`src/mpmd_pkg.sv`:
```
// ----------------------------------------------------------------------------
// mpmd_pkg
// Shared types and constants of the magnetic presence and motion detector.
// ----------------------------------------------------------------------------
package mpmd_pkg;

  localparam int SMOOTHING_SAMPLES_DEF = 4;
  localparam int BASELINE_SAMPLES_DEF  = 16;
  localparam int TRACKING_SAMPLES_DEF  = 256;
  localparam int QUEUE_DEPTH           = 2;

  // configuration register indexes
  localparam logic [2:0] CFG_PRES_THR  = 3'd0;
  localparam logic [2:0] CFG_REL_HYST  = 3'd1;
  localparam logic [2:0] CFG_AXIS      = 3'd2;
  localparam logic [2:0] CFG_INVERT    = 3'd3;
  localparam logic [2:0] CFG_MOT_THR   = 3'd4;
  localparam logic [2:0] CFG_DIR_MIN   = 3'd5;
  localparam logic [2:0] CFG_SETTLE    = 3'd6;

  // status and event bit positions
  localparam int FL_VALID  = 0;
  localparam int FL_CAL    = 1;
  localparam int FL_ACTIVE = 2;
  localparam int FL_MOVING = 3;
  localparam int FL_QUAL   = 4;
  localparam int EV_ACT    = 0;
  localparam int EV_DEACT  = 1;
  localparam int EV_START  = 2;
  localparam int EV_SETTLE = 3;

  localparam logic [2:0] OPC_LOCAL   = 3'd0;
  localparam logic [2:0] OPC_REMOTE  = 3'd1;
  localparam logic [2:0] OPC_INVALID = 3'd2;
  localparam logic [2:0] OPC_RESETCAL = 3'd3;
  localparam logic [2:0] OPC_CAPTURE = 3'd4;
  localparam logic [2:0] OPC_SETBASE = 3'd5;

  typedef enum logic [2:0] {
    OP_LOCAL, OP_REMOTE, OP_INVALID, OP_RESETCAL, OP_CAPTURE, OP_SETBASE, OP_NOP
  } op_e;

  typedef struct packed {
    op_e                op;
    logic signed [23:0] field_x;
    logic signed [23:0] field_y;
    logic signed [23:0] field_z;
    logic [31:0]        time_ms;
    logic signed [7:0]  remote_direction;
    logic               remote_moving;
    logic signed [23:0] remote_velocity;
    logic signed [23:0] new_baseline;
  } item_t;

  typedef struct packed {
    logic signed [23:0] raw_value;
    logic signed [23:0] filtered_value;
    logic signed [23:0] baseline_value;
    logic [23:0]        delta_value;
    logic signed [23:0] velocity_value;
    logic [4:0]         status_bits;
    logic [3:0]         event_bits;
    logic signed [1:0]  motion_direction;
    logic signed [1:0]  settled_direction;
    logic               command_ok;
  } result_t;

  typedef struct packed {
    logic        we;
    logic [2:0]  idx;
    logic [22:0] data;
  } cfg_t;

endpackage

```
`src/magnetic_presence_motion_detector_unit.sv`:
```
// ----------------------------------------------------------------------------
// magnetic_presence_motion_detector_unit
// Presence and motion detection on one axis of a magnetometer stream.
// ----------------------------------------------------------------------------
// Usage:
//   Input items enter through a queue: an item transaction completes when
//   push is high and full is low. Items are samples (local or remote) or
//   commands (invalid, reset calibration, capture, set baseline).
//   Each item yields exactly one result, in order, on the result queue: the
//   oldest result is shown while empty is low and leaves when pop is high.
//   Each item is held in the input queue until the state update takes it,
//   and that state update writes its result into the result queue.
//   Throughput is one item per cycle while the result queue has room and
//   no configuration write is under way.
//   If the receiver stalls, the result queue fills, the state update holds
//   and the input queue backs up until full rises; nothing is dropped.
//   Configuration writes (cfg_we_i, cfg_idx_i, cfg_data_i) take effect at
//   once and are meant for idle periods only.
//   Reset clears all state and both queues and loads register defaults.
// ----------------------------------------------------------------------------
module magnetic_presence_motion_detector_unit #(
  parameter int SMOOTHING_SAMPLES = mpmd_pkg::SMOOTHING_SAMPLES_DEF,
  parameter int BASELINE_SAMPLES  = mpmd_pkg::BASELINE_SAMPLES_DEF,
  parameter int TRACKING_SAMPLES  = mpmd_pkg::TRACKING_SAMPLES_DEF
) (
  input  logic               clk_i,
  input  logic               rst_ni,
  input  logic               cfg_we_i,
  input  logic [2:0]         cfg_idx_i,
  input  logic [22:0]        cfg_data_i,
  input  logic               push,
  output logic               full,
  input  logic [2:0]         opcode_i,
  input  logic signed [23:0] field_x_i,
  input  logic signed [23:0] field_y_i,
  input  logic signed [23:0] field_z_i,
  input  logic [31:0]        time_ms_i,
  input  logic signed [7:0]  remote_direction_i,
  input  logic               remote_moving_i,
  input  logic signed [23:0] remote_velocity_i,
  input  logic signed [23:0] new_baseline_i,
  output logic               empty,
  input  logic               pop,
  output logic signed [23:0] raw_value_o,
  output logic signed [23:0] filtered_value_o,
  output logic signed [23:0] baseline_value_o,
  output logic [23:0]        delta_value_o,
  output logic signed [23:0] velocity_value_o,
  output logic [4:0]         status_bits_o,
  output logic [3:0]         event_bits_o,
  output logic signed [1:0]  motion_direction_o,
  output logic signed [1:0]  settled_direction_o,
  output logic               command_ok_o
);
  import mpmd_pkg::*;

  cfg_t    cfg;
  item_t   item;
  logic    item_valid, take, res_full;
  result_t res_in, res_out;

  assign cfg.we   = cfg_we_i;
  assign cfg.idx  = cfg_idx_i;
  assign cfg.data = cfg_data_i;

  mpmd_front u_front (
    .clk_i              (clk_i),
    .rst_ni             (rst_ni),
    .push               (push),
    .full               (full),
    .opcode_i           (opcode_i),
    .field_x_i          (field_x_i),
    .field_y_i          (field_y_i),
    .field_z_i          (field_z_i),
    .time_ms_i          (time_ms_i),
    .remote_direction_i (remote_direction_i),
    .remote_moving_i    (remote_moving_i),
    .remote_velocity_i  (remote_velocity_i),
    .new_baseline_i     (new_baseline_i),
    .take_i             (take),
    .item_o             (item),
    .item_valid_o       (item_valid)
  );

  mpmd_back #(
    .SMOOTHING_SAMPLES (SMOOTHING_SAMPLES),
    .BASELINE_SAMPLES  (BASELINE_SAMPLES),
    .TRACKING_SAMPLES  (TRACKING_SAMPLES)
  ) u_back (
    .clk_i        (clk_i),
    .rst_ni       (rst_ni),
    .cfg_i        (cfg),
    .item_i       (item),
    .item_valid_i (item_valid),
    .res_full_i   (res_full),
    .take_o       (take),
    .res_o        (res_in)
  );

  mpmd_fifo #(.WIDTH($bits(result_t)), .DEPTH(QUEUE_DEPTH)) u_resq (
    .clk_i   (clk_i),
    .rst_ni  (rst_ni),
    .push_i  (take),
    .wdata_i (res_in),
    .full_o  (res_full),
    .pop_i   (pop),
    .rdata_o (res_out),
    .empty_o (empty)
  );

  assign raw_value_o         = res_out.raw_value;
  assign filtered_value_o    = res_out.filtered_value;
  assign baseline_value_o    = res_out.baseline_value;
  assign delta_value_o       = res_out.delta_value;
  assign velocity_value_o    = res_out.velocity_value;
  assign status_bits_o       = res_out.status_bits;
  assign event_bits_o        = res_out.event_bits;
  assign motion_direction_o  = res_out.motion_direction;
  assign settled_direction_o = res_out.settled_direction;
  assign command_ok_o        = res_out.command_ok;

`ifndef SYNTHESIS
  a_no_push_when_full: assert property (@(posedge clk_i) disable iff (!rst_ni)
    take |-> !res_full) else $error("result queue overrun");
  a_active_needs_cal: assert property (@(posedge clk_i) disable iff (!rst_ni)
    !empty |-> (!status_bits_o[FL_ACTIVE] ||
                (status_bits_o[FL_VALID] && status_bits_o[FL_CAL])))
    else $error("active without valid calibrated data");
  a_take_needs_item: assert property (@(posedge clk_i) disable iff (!rst_ni)
    take |-> item_valid && !cfg_we_i) else $error("item taken from empty queue");
  a_result_follows: assert property (@(posedge clk_i) disable iff (!rst_ni)
    take && empty |=> !empty) else $error("result lost");
`endif
endmodule

```
`src/mpmd_fifo.sv`:
```
// ----------------------------------------------------------------------------
// mpmd_fifo
// Small first-in first-out queue of register entries.
// ----------------------------------------------------------------------------
module mpmd_fifo #(
  parameter int WIDTH = 8,
  parameter int DEPTH = 2
) (
  input  logic             clk_i,
  input  logic             rst_ni,
  input  logic             push_i,
  input  logic [WIDTH-1:0] wdata_i,
  output logic             full_o,
  input  logic             pop_i,
  output logic [WIDTH-1:0] rdata_o,
  output logic             empty_o
);
  localparam int PW = (DEPTH > 1) ? $clog2(DEPTH) : 1;
  localparam int CW = $clog2(DEPTH + 1);

  logic [WIDTH-1:0] mem_q [DEPTH];
  logic [PW-1:0]    wptr_q, wptr_d, rptr_q, rptr_d;
  logic [CW-1:0]    cnt_q, cnt_d;
  logic             do_push, do_pop;

  assign full_o  = (cnt_q == CW'(DEPTH));
  assign empty_o = (cnt_q == '0);
  assign do_push = push_i && !full_o;
  assign do_pop  = pop_i && !empty_o;
  assign rdata_o = mem_q[rptr_q];

  always_comb begin
    wptr_d = wptr_q;
    rptr_d = rptr_q;
    cnt_d  = cnt_q;
    if (do_push) begin
      wptr_d = (wptr_q == PW'(DEPTH - 1)) ? '0 : wptr_q + 1'b1;
    end
    if (do_pop) begin
      rptr_d = (rptr_q == PW'(DEPTH - 1)) ? '0 : rptr_q + 1'b1;
    end
    if (do_push && !do_pop) begin
      cnt_d = cnt_q + 1'b1;
    end else if (do_pop && !do_push) begin
      cnt_d = cnt_q - 1'b1;
    end
  end

  always_ff @(posedge clk_i or negedge rst_ni) begin
    if (!rst_ni) begin
      wptr_q <= '0;
      rptr_q <= '0;
      cnt_q  <= '0;
    end else begin
      wptr_q <= wptr_d;
      rptr_q <= rptr_d;
      cnt_q  <= cnt_d;
    end
  end

  always_ff @(posedge clk_i) begin
    if (do_push) begin
      mem_q[wptr_q] <= wdata_i;
    end
  end
endmodule

```
`src/mpmd_front.sv`:
```
// ----------------------------------------------------------------------------
// mpmd_front
// Accepts input transactions, classifies the opcode and queues the items.
// ----------------------------------------------------------------------------
module mpmd_front (
  input  logic                  clk_i,
  input  logic                  rst_ni,
  input  logic                  push,
  output logic                  full,
  input  logic [2:0]            opcode_i,
  input  logic signed [23:0]    field_x_i,
  input  logic signed [23:0]    field_y_i,
  input  logic signed [23:0]    field_z_i,
  input  logic [31:0]           time_ms_i,
  input  logic signed [7:0]     remote_direction_i,
  input  logic                  remote_moving_i,
  input  logic signed [23:0]    remote_velocity_i,
  input  logic signed [23:0]    new_baseline_i,
  input  logic                  take_i,
  output mpmd_pkg::item_t       item_o,
  output logic                  item_valid_o
);
  import mpmd_pkg::*;

  item_t item;
  logic  empty;

  always_comb begin
    case (opcode_i)
      OPC_LOCAL:    item.op = OP_LOCAL;
      OPC_REMOTE:   item.op = OP_REMOTE;
      OPC_INVALID:  item.op = OP_INVALID;
      OPC_RESETCAL: item.op = OP_RESETCAL;
      OPC_CAPTURE:  item.op = OP_CAPTURE;
      OPC_SETBASE:  item.op = OP_SETBASE;
      default:      item.op = OP_NOP;
    endcase
    item.field_x          = field_x_i;
    item.field_y          = field_y_i;
    item.field_z          = field_z_i;
    item.time_ms          = time_ms_i;
    item.remote_direction = remote_direction_i;
    item.remote_moving    = remote_moving_i;
    item.remote_velocity  = remote_velocity_i;
    item.new_baseline     = new_baseline_i;
  end

  mpmd_fifo #(.WIDTH($bits(item_t)), .DEPTH(QUEUE_DEPTH)) u_inq (
    .clk_i   (clk_i),
    .rst_ni  (rst_ni),
    .push_i  (push),
    .wdata_i (item),
    .full_o  (full),
    .pop_i   (take_i),
    .rdata_o (item_o),
    .empty_o (empty)
  );

  assign item_valid_o = !empty;
endmodule

```
`src/mpmd_back.sv`:
```
// ----------------------------------------------------------------------------
// mpmd_back
// Holds detector state, carries out one queued item per cycle unless stalled.
// ----------------------------------------------------------------------------
module mpmd_back #(
  parameter int SMOOTHING_SAMPLES = mpmd_pkg::SMOOTHING_SAMPLES_DEF,
  parameter int BASELINE_SAMPLES  = mpmd_pkg::BASELINE_SAMPLES_DEF,
  parameter int TRACKING_SAMPLES  = mpmd_pkg::TRACKING_SAMPLES_DEF
) (
  input  logic              clk_i,
  input  logic              rst_ni,
  input  mpmd_pkg::cfg_t    cfg_i,
  input  mpmd_pkg::item_t   item_i,
  input  logic              item_valid_i,
  input  logic              res_full_i,
  output logic              take_o,
  output mpmd_pkg::result_t res_o
);
  import mpmd_pkg::*;

  localparam logic signed [32:0] SmoothDiv = 33'(SMOOTHING_SAMPLES);
  localparam logic signed [39:0] BaseDiv   = 40'(BASELINE_SAMPLES);
  localparam logic signed [32:0] TrackDiv  = 33'(TRACKING_SAMPLES);
  localparam logic [7:0]         BaseCnt   = 8'(BASELINE_SAMPLES);

  typedef struct packed {
    logic        active;
    logic [23:0] dq8;
    logic        ev_act;
    logic        ev_deact;
  } pres_t;

  function automatic pres_t presence(logic valid, logic cal, logic was,
                                     logic signed [31:0] f, logic signed [31:0] b,
                                     logic [22:0] thr, logic [22:0] hyst);
    pres_t              r;
    logic signed [32:0] diff;
    logic [32:0]        magn;
    logic [22:0]        sens;
    logic signed [23:0] rel;
    logic               nxt;
    r    = '0;
    diff = 33'(f) - 33'(b);
    magn = diff[32] ? 33'(-diff) : 33'(diff);
    sens = (thr < 23'd256) ? 23'd256 : thr;
    rel  = $signed({1'b0, sens}) - $signed({1'b0, hyst});
    if (rel < 24'sd128) begin
      rel = 24'sd128;
    end
    nxt = was ? (magn >= {2'b0, rel[22:0], 8'b0}) : (magn >= {2'b0, sens, 8'b0});
    if (valid && cal) begin
      r.active   = nxt;
      r.dq8      = magn[32] ? 24'hFFFFFF : magn[31:8];
      r.ev_act   = !was && nxt;
      r.ev_deact = was && !nxt;
    end
    return r;
  endfunction

  logic [22:0]        thr_q, thr_d, hyst_q, hyst_d, mthr_q, mthr_d, dmin_q, dmin_d;
  logic [1:0]         axis_q, axis_d;
  logic               inv_q, inv_d;
  logic [15:0]        settle_q, settle_d;
  logic signed [31:0] f_q, f_d, b_q, b_d, pf_q, pf_d, msv_q, msv_d;
  logic               hs_q, hs_d, hp_q, hp_d;
  logic signed [39:0] sum_q, sum_d;
  logic [7:0]         cnt_q, cnt_d;
  logic [4:0]         fl_q, fl_d;
  logic signed [1:0]  dir_q, dir_d, sd_q, sd_d;
  logic [31:0]        lmt_q, lmt_d;
  logic signed [23:0] raw_q, raw_d, vel_q, vel_d;
  logic [23:0]        dq_q, dq_d;
  logic [3:0]         ev_q, ev_d;
  logic               ok;

  assign take_o = item_valid_i && !res_full_i && !cfg_i.we;

  always_comb begin
    pres_t              p;
    logic signed [23:0] raw;
    logic signed [31:0] raw256;
    logic signed [32:0] v, chg;
    logic signed [24:0] vq;
    logic [32:0]        vmag, cmag;
    logic [22:0]        mt, dm;
    logic [15:0]        st;
    logic               meaningful, settled, was, do_pres;
    logic signed [1:0]  d, sdir, prev;
    logic [31:0]        now;

    thr_d = thr_q; hyst_d = hyst_q; axis_d = axis_q; inv_d = inv_q;
    mthr_d = mthr_q; dmin_d = dmin_q; settle_d = settle_q;
    f_d = f_q; b_d = b_q; pf_d = pf_q; msv_d = msv_q;
    hs_d = hs_q; hp_d = hp_q; sum_d = sum_q; cnt_d = cnt_q; fl_d = fl_q;
    dir_d = dir_q; sd_d = sd_q; lmt_d = lmt_q;
    raw_d = raw_q; vel_d = vel_q; dq_d = dq_q; ev_d = ev_q;
    ok = 1'b1; do_pres = 1'b0; p = '0;
    raw = '0; raw256 = '0; v = '0; chg = '0; vq = '0; vmag = '0; cmag = '0;
    meaningful = 1'b0; settled = 1'b0; was = 1'b0; d = '0; sdir = '0; prev = '0;
    now = item_i.time_ms;
    mt = (mthr_q < 23'd26) ? 23'd26 : mthr_q;
    dm = (dmin_q < 23'd26) ? 23'd26 : dmin_q;
    st = (settle_q < 16'd100) ? 16'd100 : settle_q;

    if (cfg_i.we) begin
      case (cfg_i.idx)
        CFG_PRES_THR: begin
          thr_d   = cfg_i.data;
          do_pres = 1'b1;
        end
        CFG_REL_HYST: hyst_d = cfg_i.data;
        CFG_AXIS: begin
          if (cfg_i.data[1:0] != axis_q) begin
            axis_d = cfg_i.data[1:0];
            hs_d = 1'b0; hp_d = 1'b0;
            fl_d[FL_CAL] = 1'b0; fl_d[FL_ACTIVE] = 1'b0;
            fl_d[FL_MOVING] = 1'b0; fl_d[FL_QUAL] = 1'b0;
            b_d = '0; dq_d = '0; ev_d = '0; sd_d = '0; dir_d = '0;
            sum_d = '0; cnt_d = '0;
          end
        end
        CFG_INVERT:  inv_d    = cfg_i.data[0];
        CFG_MOT_THR: mthr_d   = cfg_i.data;
        CFG_DIR_MIN: dmin_d   = cfg_i.data;
        CFG_SETTLE:  settle_d = cfg_i.data[15:0];
        default: ;
      endcase
    end else if (take_o) begin
      if (item_i.op == OP_LOCAL || item_i.op == OP_REMOTE) begin
        case (axis_q)
          2'd0:    raw = item_i.field_x;
          2'd1:    raw = item_i.field_y;
          2'd2:    raw = item_i.field_z;
          default: raw = '0;
        endcase
        raw256 = {raw, 8'b0};
        f_d = hs_q ? f_q + 32'((33'(raw256) - 33'(f_q)) / SmoothDiv) : raw256;
        hs_d = 1'b1;
        raw_d = raw;
        fl_d[FL_VALID] = 1'b1;
        if (!fl_q[FL_CAL]) begin
          sum_d = sum_q + 40'(f_d);
          cnt_d = cnt_q + 8'd1;
          if (cnt_d >= BaseCnt && cnt_d != 8'd0) begin
            b_d = 32'(sum_d / BaseDiv);
            fl_d[FL_CAL] = 1'b1;
          end
        end else if (!fl_q[FL_ACTIVE] && !fl_q[FL_MOVING]) begin
          b_d = b_q + 32'((33'(f_d) - 33'(b_q)) / TrackDiv);
        end
        p = presence(1'b1, fl_d[FL_CAL], fl_d[FL_ACTIVE], f_d, b_d, thr_q, hyst_q);
        fl_d[FL_ACTIVE] = p.active;
        dq_d = p.dq8;
        ev_d[EV_ACT] = p.ev_act;
        ev_d[EV_DEACT] = p.ev_deact;
        ev_d[EV_START] = 1'b0;
        ev_d[EV_SETTLE] = 1'b0;
        sd_d = '0;

        if (item_i.op == OP_LOCAL) begin
          if (!hp_q) begin
            pf_d = f_d; hp_d = 1'b1; vel_d = '0;
          end else begin
            v = 33'(f_d) - 33'(pf_q);
            pf_d = f_d;
            vq = 25'(v >>> 8);
            if (vq > 25'sd8388607) vel_d = 24'sh7FFFFF;
            else if (vq < -25'sd8388608) vel_d = 24'sh800000;
            else vel_d = vq[23:0];
            vmag = v[32] ? 33'(-v) : 33'(v);
            meaningful = vmag >= {2'b0, mt, 8'b0};
            if (!fl_d[FL_MOVING] && meaningful) begin
              fl_d[FL_MOVING] = 1'b1;
              fl_d[FL_QUAL] = fl_d[FL_ACTIVE];
              msv_d = pf_q;
              lmt_d = now;
              ev_d[EV_START] = 1'b1;
            end
            if (fl_d[FL_MOVING]) begin
              if (fl_d[FL_ACTIVE]) fl_d[FL_QUAL] = 1'b1;
              if (meaningful) lmt_d = now;
              chg = 33'(f_d) - 33'(msv_d);
              cmag = chg[32] ? 33'(-chg) : 33'(chg);
              if (cmag < {2'b0, dm, 8'b0}) d = 2'sd0;
              else d = ((chg > 0) != inv_q) ? 2'sd1 : -2'sd1;
              if (d != 2'sd0) dir_d = d;
              if ((now - lmt_d) >= 32'(st)) begin
                sdir = (d != 2'sd0) ? d : dir_d;
                fl_d[FL_MOVING] = 1'b0;
                settled = fl_d[FL_QUAL] && (sdir != 2'sd0);
                if (settled) begin
                  ev_d[EV_SETTLE] = 1'b1;
                  sd_d = sdir;
                end
              end
            end
          end
          if (!fl_d[FL_MOVING] && !settled) begin
            dir_d = '0;
            fl_d[FL_QUAL] = 1'b0;
          end
        end else begin
          was = fl_d[FL_MOVING];
          prev = dir_q;
          if (item_i.remote_direction > 8'sd1) d = 2'sd1;
          else if (item_i.remote_direction < -8'sd1) d = -2'sd1;
          else d = item_i.remote_direction[1:0];
          if (inv_q) d = -d;
          vel_d = item_i.remote_velocity;
          if (item_i.remote_moving) begin
            fl_d[FL_MOVING] = 1'b1;
            if (!was) fl_d[FL_QUAL] = fl_d[FL_ACTIVE];
            if (fl_d[FL_ACTIVE]) fl_d[FL_QUAL] = 1'b1;
            if (!was) ev_d[EV_START] = 1'b1;
            if (d != 2'sd0) dir_d = d;
          end else begin
            if (was && fl_d[FL_QUAL] && prev != 2'sd0) begin
              ev_d[EV_SETTLE] = 1'b1;
              sd_d = prev;
            end
            fl_d[FL_MOVING] = 1'b0;
            fl_d[FL_QUAL] = 1'b0;
            dir_d = '0;
          end
        end
      end else begin
        case (item_i.op)
          OP_INVALID: begin
            ev_d = '0;
            ev_d[EV_DEACT] = fl_q[FL_ACTIVE];
            fl_d[FL_VALID] = 1'b0; fl_d[FL_ACTIVE] = 1'b0;
            fl_d[FL_MOVING] = 1'b0; fl_d[FL_QUAL] = 1'b0;
            dq_d = '0; sd_d = '0; dir_d = '0;
          end
          OP_RESETCAL: begin
            fl_d[FL_CAL] = 1'b0; fl_d[FL_ACTIVE] = 1'b0;
            fl_d[FL_MOVING] = 1'b0; fl_d[FL_QUAL] = 1'b0;
            b_d = '0; dq_d = '0; ev_d = '0; sd_d = '0; dir_d = '0;
            sum_d = '0; cnt_d = '0;
          end
          OP_CAPTURE: begin
            if (!hs_q) begin
              ok = 1'b0;
            end else begin
              b_d = f_q; fl_d[FL_CAL] = 1'b1; sum_d = '0; cnt_d = BaseCnt;
              do_pres = 1'b1;
            end
          end
          OP_SETBASE: begin
            b_d = {item_i.new_baseline, 8'b0};
            fl_d[FL_CAL] = 1'b1; sum_d = '0; cnt_d = BaseCnt;
            do_pres = 1'b1;
          end
          default: ;
        endcase
      end
    end

    // re-evaluate presence after a threshold write, a baseline capture or a set baseline
    if (do_pres) begin
      p = presence(fl_d[FL_VALID], fl_d[FL_CAL], fl_d[FL_ACTIVE], f_d, b_d, thr_d, hyst_d);
      fl_d[FL_ACTIVE] = p.active;
      dq_d = p.dq8;
      ev_d[EV_ACT] = p.ev_act;
      ev_d[EV_DEACT] = p.ev_deact;
    end

    res_o.raw_value         = raw_d;
    res_o.filtered_value    = f_d[31:8];
    res_o.baseline_value    = b_d[31:8];
    res_o.delta_value       = dq_d;
    res_o.velocity_value    = vel_d;
    res_o.status_bits       = fl_d;
    res_o.event_bits        = ev_d;
    res_o.motion_direction  = dir_d;
    res_o.settled_direction = sd_d;
    res_o.command_ok        = ok;
  end

  always_ff @(posedge clk_i or negedge rst_ni) begin
    if (!rst_ni) begin
      thr_q <= 23'd1280; hyst_q <= 23'd256; axis_q <= 2'd2; inv_q <= 1'b0;
      mthr_q <= 23'd128; dmin_q <= 23'd256; settle_q <= 16'd500;
      f_q <= '0; b_q <= '0; pf_q <= '0; msv_q <= '0;
      hs_q <= 1'b0; hp_q <= 1'b0; sum_q <= '0; cnt_q <= '0; fl_q <= '0;
      dir_q <= '0; sd_q <= '0; lmt_q <= '0;
      raw_q <= '0; vel_q <= '0; dq_q <= '0; ev_q <= '0;
    end else begin
      thr_q <= thr_d; hyst_q <= hyst_d; axis_q <= axis_d; inv_q <= inv_d;
      mthr_q <= mthr_d; dmin_q <= dmin_d; settle_q <= settle_d;
      f_q <= f_d; b_q <= b_d; pf_q <= pf_d; msv_q <= msv_d;
      hs_q <= hs_d; hp_q <= hp_d; sum_q <= sum_d; cnt_q <= cnt_d; fl_q <= fl_d;
      dir_q <= dir_d; sd_q <= sd_d; lmt_q <= lmt_d;
      raw_q <= raw_d; vel_q <= vel_d; dq_q <= dq_d; ev_q <= ev_d;
    end
  end
endmodule
```
`config.mk`:
```
export PLATFORM = sky130hd
export DESIGN_NAME = magnetic_presence_motion_detector_unit
export DESIGN_NICKNAME = d
export VERILOG_FILES = /design/src/mpmd_pkg.sv /design/src/magnetic_presence_motion_detector_unit.sv /design/src/mpmd_fifo.sv /design/src/mpmd_front.sv /design/src/mpmd_back.sv
export SDC_FILE = /design/constraint.sdc
export NUM_CORES = 2
export LEC_CHECK = 0
export ABC_AREA = 1
export ABC_CLOCK_PERIOD_IN_PS = 14900
export BUFFER_PORTS_ARGS = -buffer_cell sky130_fd_sc_hd__clkbuf_2
export CAP_MARGIN = 30
export CORE_MARGIN = 4
export CORE_UTILIZATION = 35
export DETAILED_ROUTE_END_ITERATION = 8
export HOLD_SLACK_MARGIN = 0.02
export PLACE_DENSITY = 0.55
export SLEW_MARGIN = 20
export SYNTH_ARGS = -nofsm -noshare
export SYNTH_HDL_FRONTEND = slang
export SYNTH_SLANG_ARGS = --single-unit
```
`constraint.sdc`:
```
create_clock -name clk_i -period 14.9 [get_ports clk_i]
set_input_delay 2.98 -clock clk_i [delete_from_list [all_inputs] [get_ports clk_i]]
set_output_delay 2.98 -clock clk_i [all_outputs]
set_load 0.005 [all_outputs]
```
==> key figures <==
Final layout
  • Nets: between 10000 and 15000
  • Final instance count without filler cells: 13800
  • Synthesis-to-layout area growth: 31.5%
  • Register area: around 28000 sq um
  • Multi-input gate area: 39300 sq um
  • # fillers: ~20000
  • Layout cells sized above 1: 0.240
  • Final Util: 0.464

Worst setup path
  • Crit. End Element: register
  • Worst path arrival time: 14690 ps
  • WP data required: approximately 15000 ps
  • Setup CP Type: reg -> reg
  • Crit-path slowest cell: dfrtp_4
  • CP startpoint kind: register
  • CP Max Fanout: 7
  • Top cell by count, worst path: nand2_1
  • Critical path's largest stage delay: roughly 530 ps

Detailed routing
  • DRT Pass-1 Iters: 6
  • Drt first-iter violations: between 6000 and 7000
  • WL/cell: 20.9 um
  • Via density: approximately 5.1
  • Post-route DRC violation count: 0
  • Drt total wl: 288 mm
  • Via count: around 70000
  • Antenna-violating nets left: 0

Clock network
  • Clock network latency to the later pin of the worst-skew pair: 810 ps
  • Max H-tree Level: 3
  • Worst-path clk slew: approximately 60 ps
  • Cts hold-fix bufs: 0
  • TritonCTS clock tree: built
  • Inserted Clock Buffers: approximately 110
  • Clk sinks: roughly 1000
  • Clock Path Buffers: 3
  • Clk root buf: clkbuf_16

Global routing
  • Initial antenna violation count: 20
  • Total grt overflow: 0
  • Vias in the first global route: 67400
  • First-pass GRT wire length: ~420 mm
  • Largest net degree at the start of global routing: 99
  • GRT Total Usage: 0.264

Timing
  • Relative slew slack: 0.342
  • Crit path time final: 14220 ps
  • Final TNS setup: 0 ps
  • Setup ws final: 682 ps
  • Final Cycle Share: 0.954
  • Achievable frequency: about 0.07 GHz
  • Final Slew Violations: 0
  • # setup viols final: 0
  • Hold Vio Cnt, Final: 0
  • Fin Clk Skew: 95.7 ps
  • Worst slew pin tran: around 980 ps

Worst hold path
  • Worst hold path type: reg -> reg

Run
  • Max Cap Viol: 0

Placed design
  • Port-buffer cells: 330
  • GP Congestion: 1.00
  • Post-place setup slack: -1400 ps
  • Placed cell count: around 13000
  • Detailed Place HPWL: between 200 and 250 mm

Synthesis
  • EDFF count, synth: roughly 600
  • Syn avg cell area: about 7.6 sq um
  • Ys async rst share: 0.410
  • Top FF cell, synth: edfxtp_1
  • Yosys reg bits: 1010
  • Yosys cell types: 84
  • Syn Inst Count: 9304
  • Syn_nets: roughly 10000
  • Synthesized area: a little over 70000 sq um
  • Ys Warns: 0
  • Sequential area share after synthesis: 0.399

Floorplan
  • Die Y: between 400 and 500 um
  • Initial cell density of the core: 0.353
  • Die width: between 400 and 500 um
  • Full die area: approximately 210000 sq um
  • Placement Rows: 164
  • # IOs: approximately 330
  • Core area: ~200000 sq um

Status
  • Status: finished clean
flip-flops by register name, summed over array words and instances (netlist names), 8 cells and up:
signal / count
u_front.u_inq.mem_q: 328
u_resq.mem_q: 268
u_back.sum_q: 40
u_back.b_q: 32
u_back.f_q: 32
u_back.lmt_q: 32
u_back.msv_q: 32
u_back.pf_q: 32
u_back.dq_q: 24
u_back.raw_q: 24
u_back.vel_q: 24
u_back.dmin_q: 23
u_back.hyst_q: 23
u_back.mthr_q: 23
u_back.thr_q: 23
u_back.settle_q: 16
u_back.cnt_q: 8
path summary, 6_finish.rpt:
| check | start | to | slack [ps] | depth (start not counted) |
|---|---|---|---|---|
| max in group asynchronous | rst_ni | u_back.dir_q[0]$_DFF_PN0_ | 9900 | 4 |
| worst min register to register | u_back.lmt_q[0]$_DFFE_PN0P_ | u_back.lmt_q[0]$_DFFE_PN0P_ | 480 | 2 |
| min in group asynchronous | rst_ni | u_back.raw_q[12]$_DFF_PN0_ | 2140 | 1 |
| worst min-delay path | u_back.lmt_q[0]$_DFFE_PN0P_ | u_back.lmt_q[0]$_DFFE_PN0P_ | 480 | 2 |
| worst max-delay path | u_front.u_inq.rptr_q$_DFFE_PN0P_ | u_resq.mem_q[0][4]$_DFFE_PP_ | 680 | 96 |
| worst max register to register | u_front.u_inq.rptr_q$_DFFE_PN0P_ | u_resq.mem_q[0][4]$_DFFE_PP_ | 680 | 96 |
cell usage in the layout (no fill, tap or decap), drive strengths merged, types with 6 or more instances in the layout:
cell         n
nand3      392
or2         73
o211ai      56
inv       1277
a22o         6
o21bai      21
nor4        40
nand4      133
a22oi       41
o221ai      36
nor3       103
a21boi      25
o22ai        8
a211oi      18
nand2     2783
bufinv      20
o21ai      785
dfstp       12
edfxtp     596
nand3b      24
o21a        22
xor2       235
buf       1482
o31ai       12
mux2i       25
clkinvlp     7
clkbuf     477
a31oi       56
clkinv      45
and2        17
ha         522
a21oi      500
a21o        24
xnor2       85
dfrtp      402
fa          12
nor2       688
layer usage:
layer  wire length (um)  track usage  vias up  part of all wire
met4              11200       0.0884        8             0.039
met5                 74            0        -           0.00026
met1             128000        0.366    33300              0.44
li1                   -            -    34100                 -
met3              19400       0.0379      439             0.068
met2             129000        0.424     2218              0.45
Yosys cell counts (all sizes together) (36+ instances only):
master / number / area (sq um)
nand2: 2783 / 10500
inv: 1270 / 4770
o21ai: 785 / 3970
nor2: 688 / 2690
edfxtp: 596 / 17900
ha: 522 / 6530
a21oi: 500 / 2550
dfrtp: 402 / 10100
nand3: 392 / 2020
xor2: 235 / 2090
clkbuf: 201 / 754
nand4: 133 / 838
nor3: 103 / 557
xnor2: 85 / 774
or2: 73 / 457
a31oi: 56 / 350
o211ai: 56 / 425
a22oi: 41 / 308
nor4: 40 / 278
buf: 38 / 180
o221ai: 36 / 315
metrics by stage:
step / hold WS (ps) / area, sq um
CTS: 481 / 90000
global placement: 464 / 85400
finish: 481 / 93100
detailed placement: 466 / 85400
global route: 503 / 93100
floorplan: 446 / 70800
kinds of logic (layout without fill, tap and decap cells):
group           after synthesis  after routing  synth area share
other cells                   0              5                 0
simple gates               4264           4264             0.250
flops                      1010           1010             0.399
mux                          25             25           0.00353
xor+xnor                    320            320            0.0405
compound gates             1634           1634             0.130
fa+ha+maj                   534            534            0.0956
buf+inv                    1517           3308            0.0810
cell type report:
| cell class | instances | share of cell area |
|---|---|---|
| diodes | 5 | 0.000134 |
| clock buffers | 145 | 0.0325 |
| clock inverters | 71 | 0.0113 |
| inverters | 1278 | 0.0517 |
| multi-input cells | 6777 | 0.422 |
| flip-flops and latches | 1010 | 0.304 |
| well taps | 2656 | 0.0357 |
| repair buffers | 1814 | 0.143 |
what timing repair did:
action | 4_1_cts | 5_1_grt
cloned | 1 | 3
pin swaps | 21 | 160
setup buffers | 10 | 89
endpoints found under the setup margin | 30 | 102
hold endpoints to repair | 0 | 0
resized for setup | 85 | 545
worst max-delay path, delay by kind of cell, from the launching register on:
family,cells,cell delay (ps)
adders and majority gates,8,2320
muxes,1,270
buffers and inverters,16,1880
DFF,1,530
and+or+nand+nor,51,5850
AOI/OAI and AO/OA,16,2360
xor gates and xnor gates,4,660
Power is not shown: default switching activity piles up to over one toggle a cycle in this logic, so the estimate is an artifact.
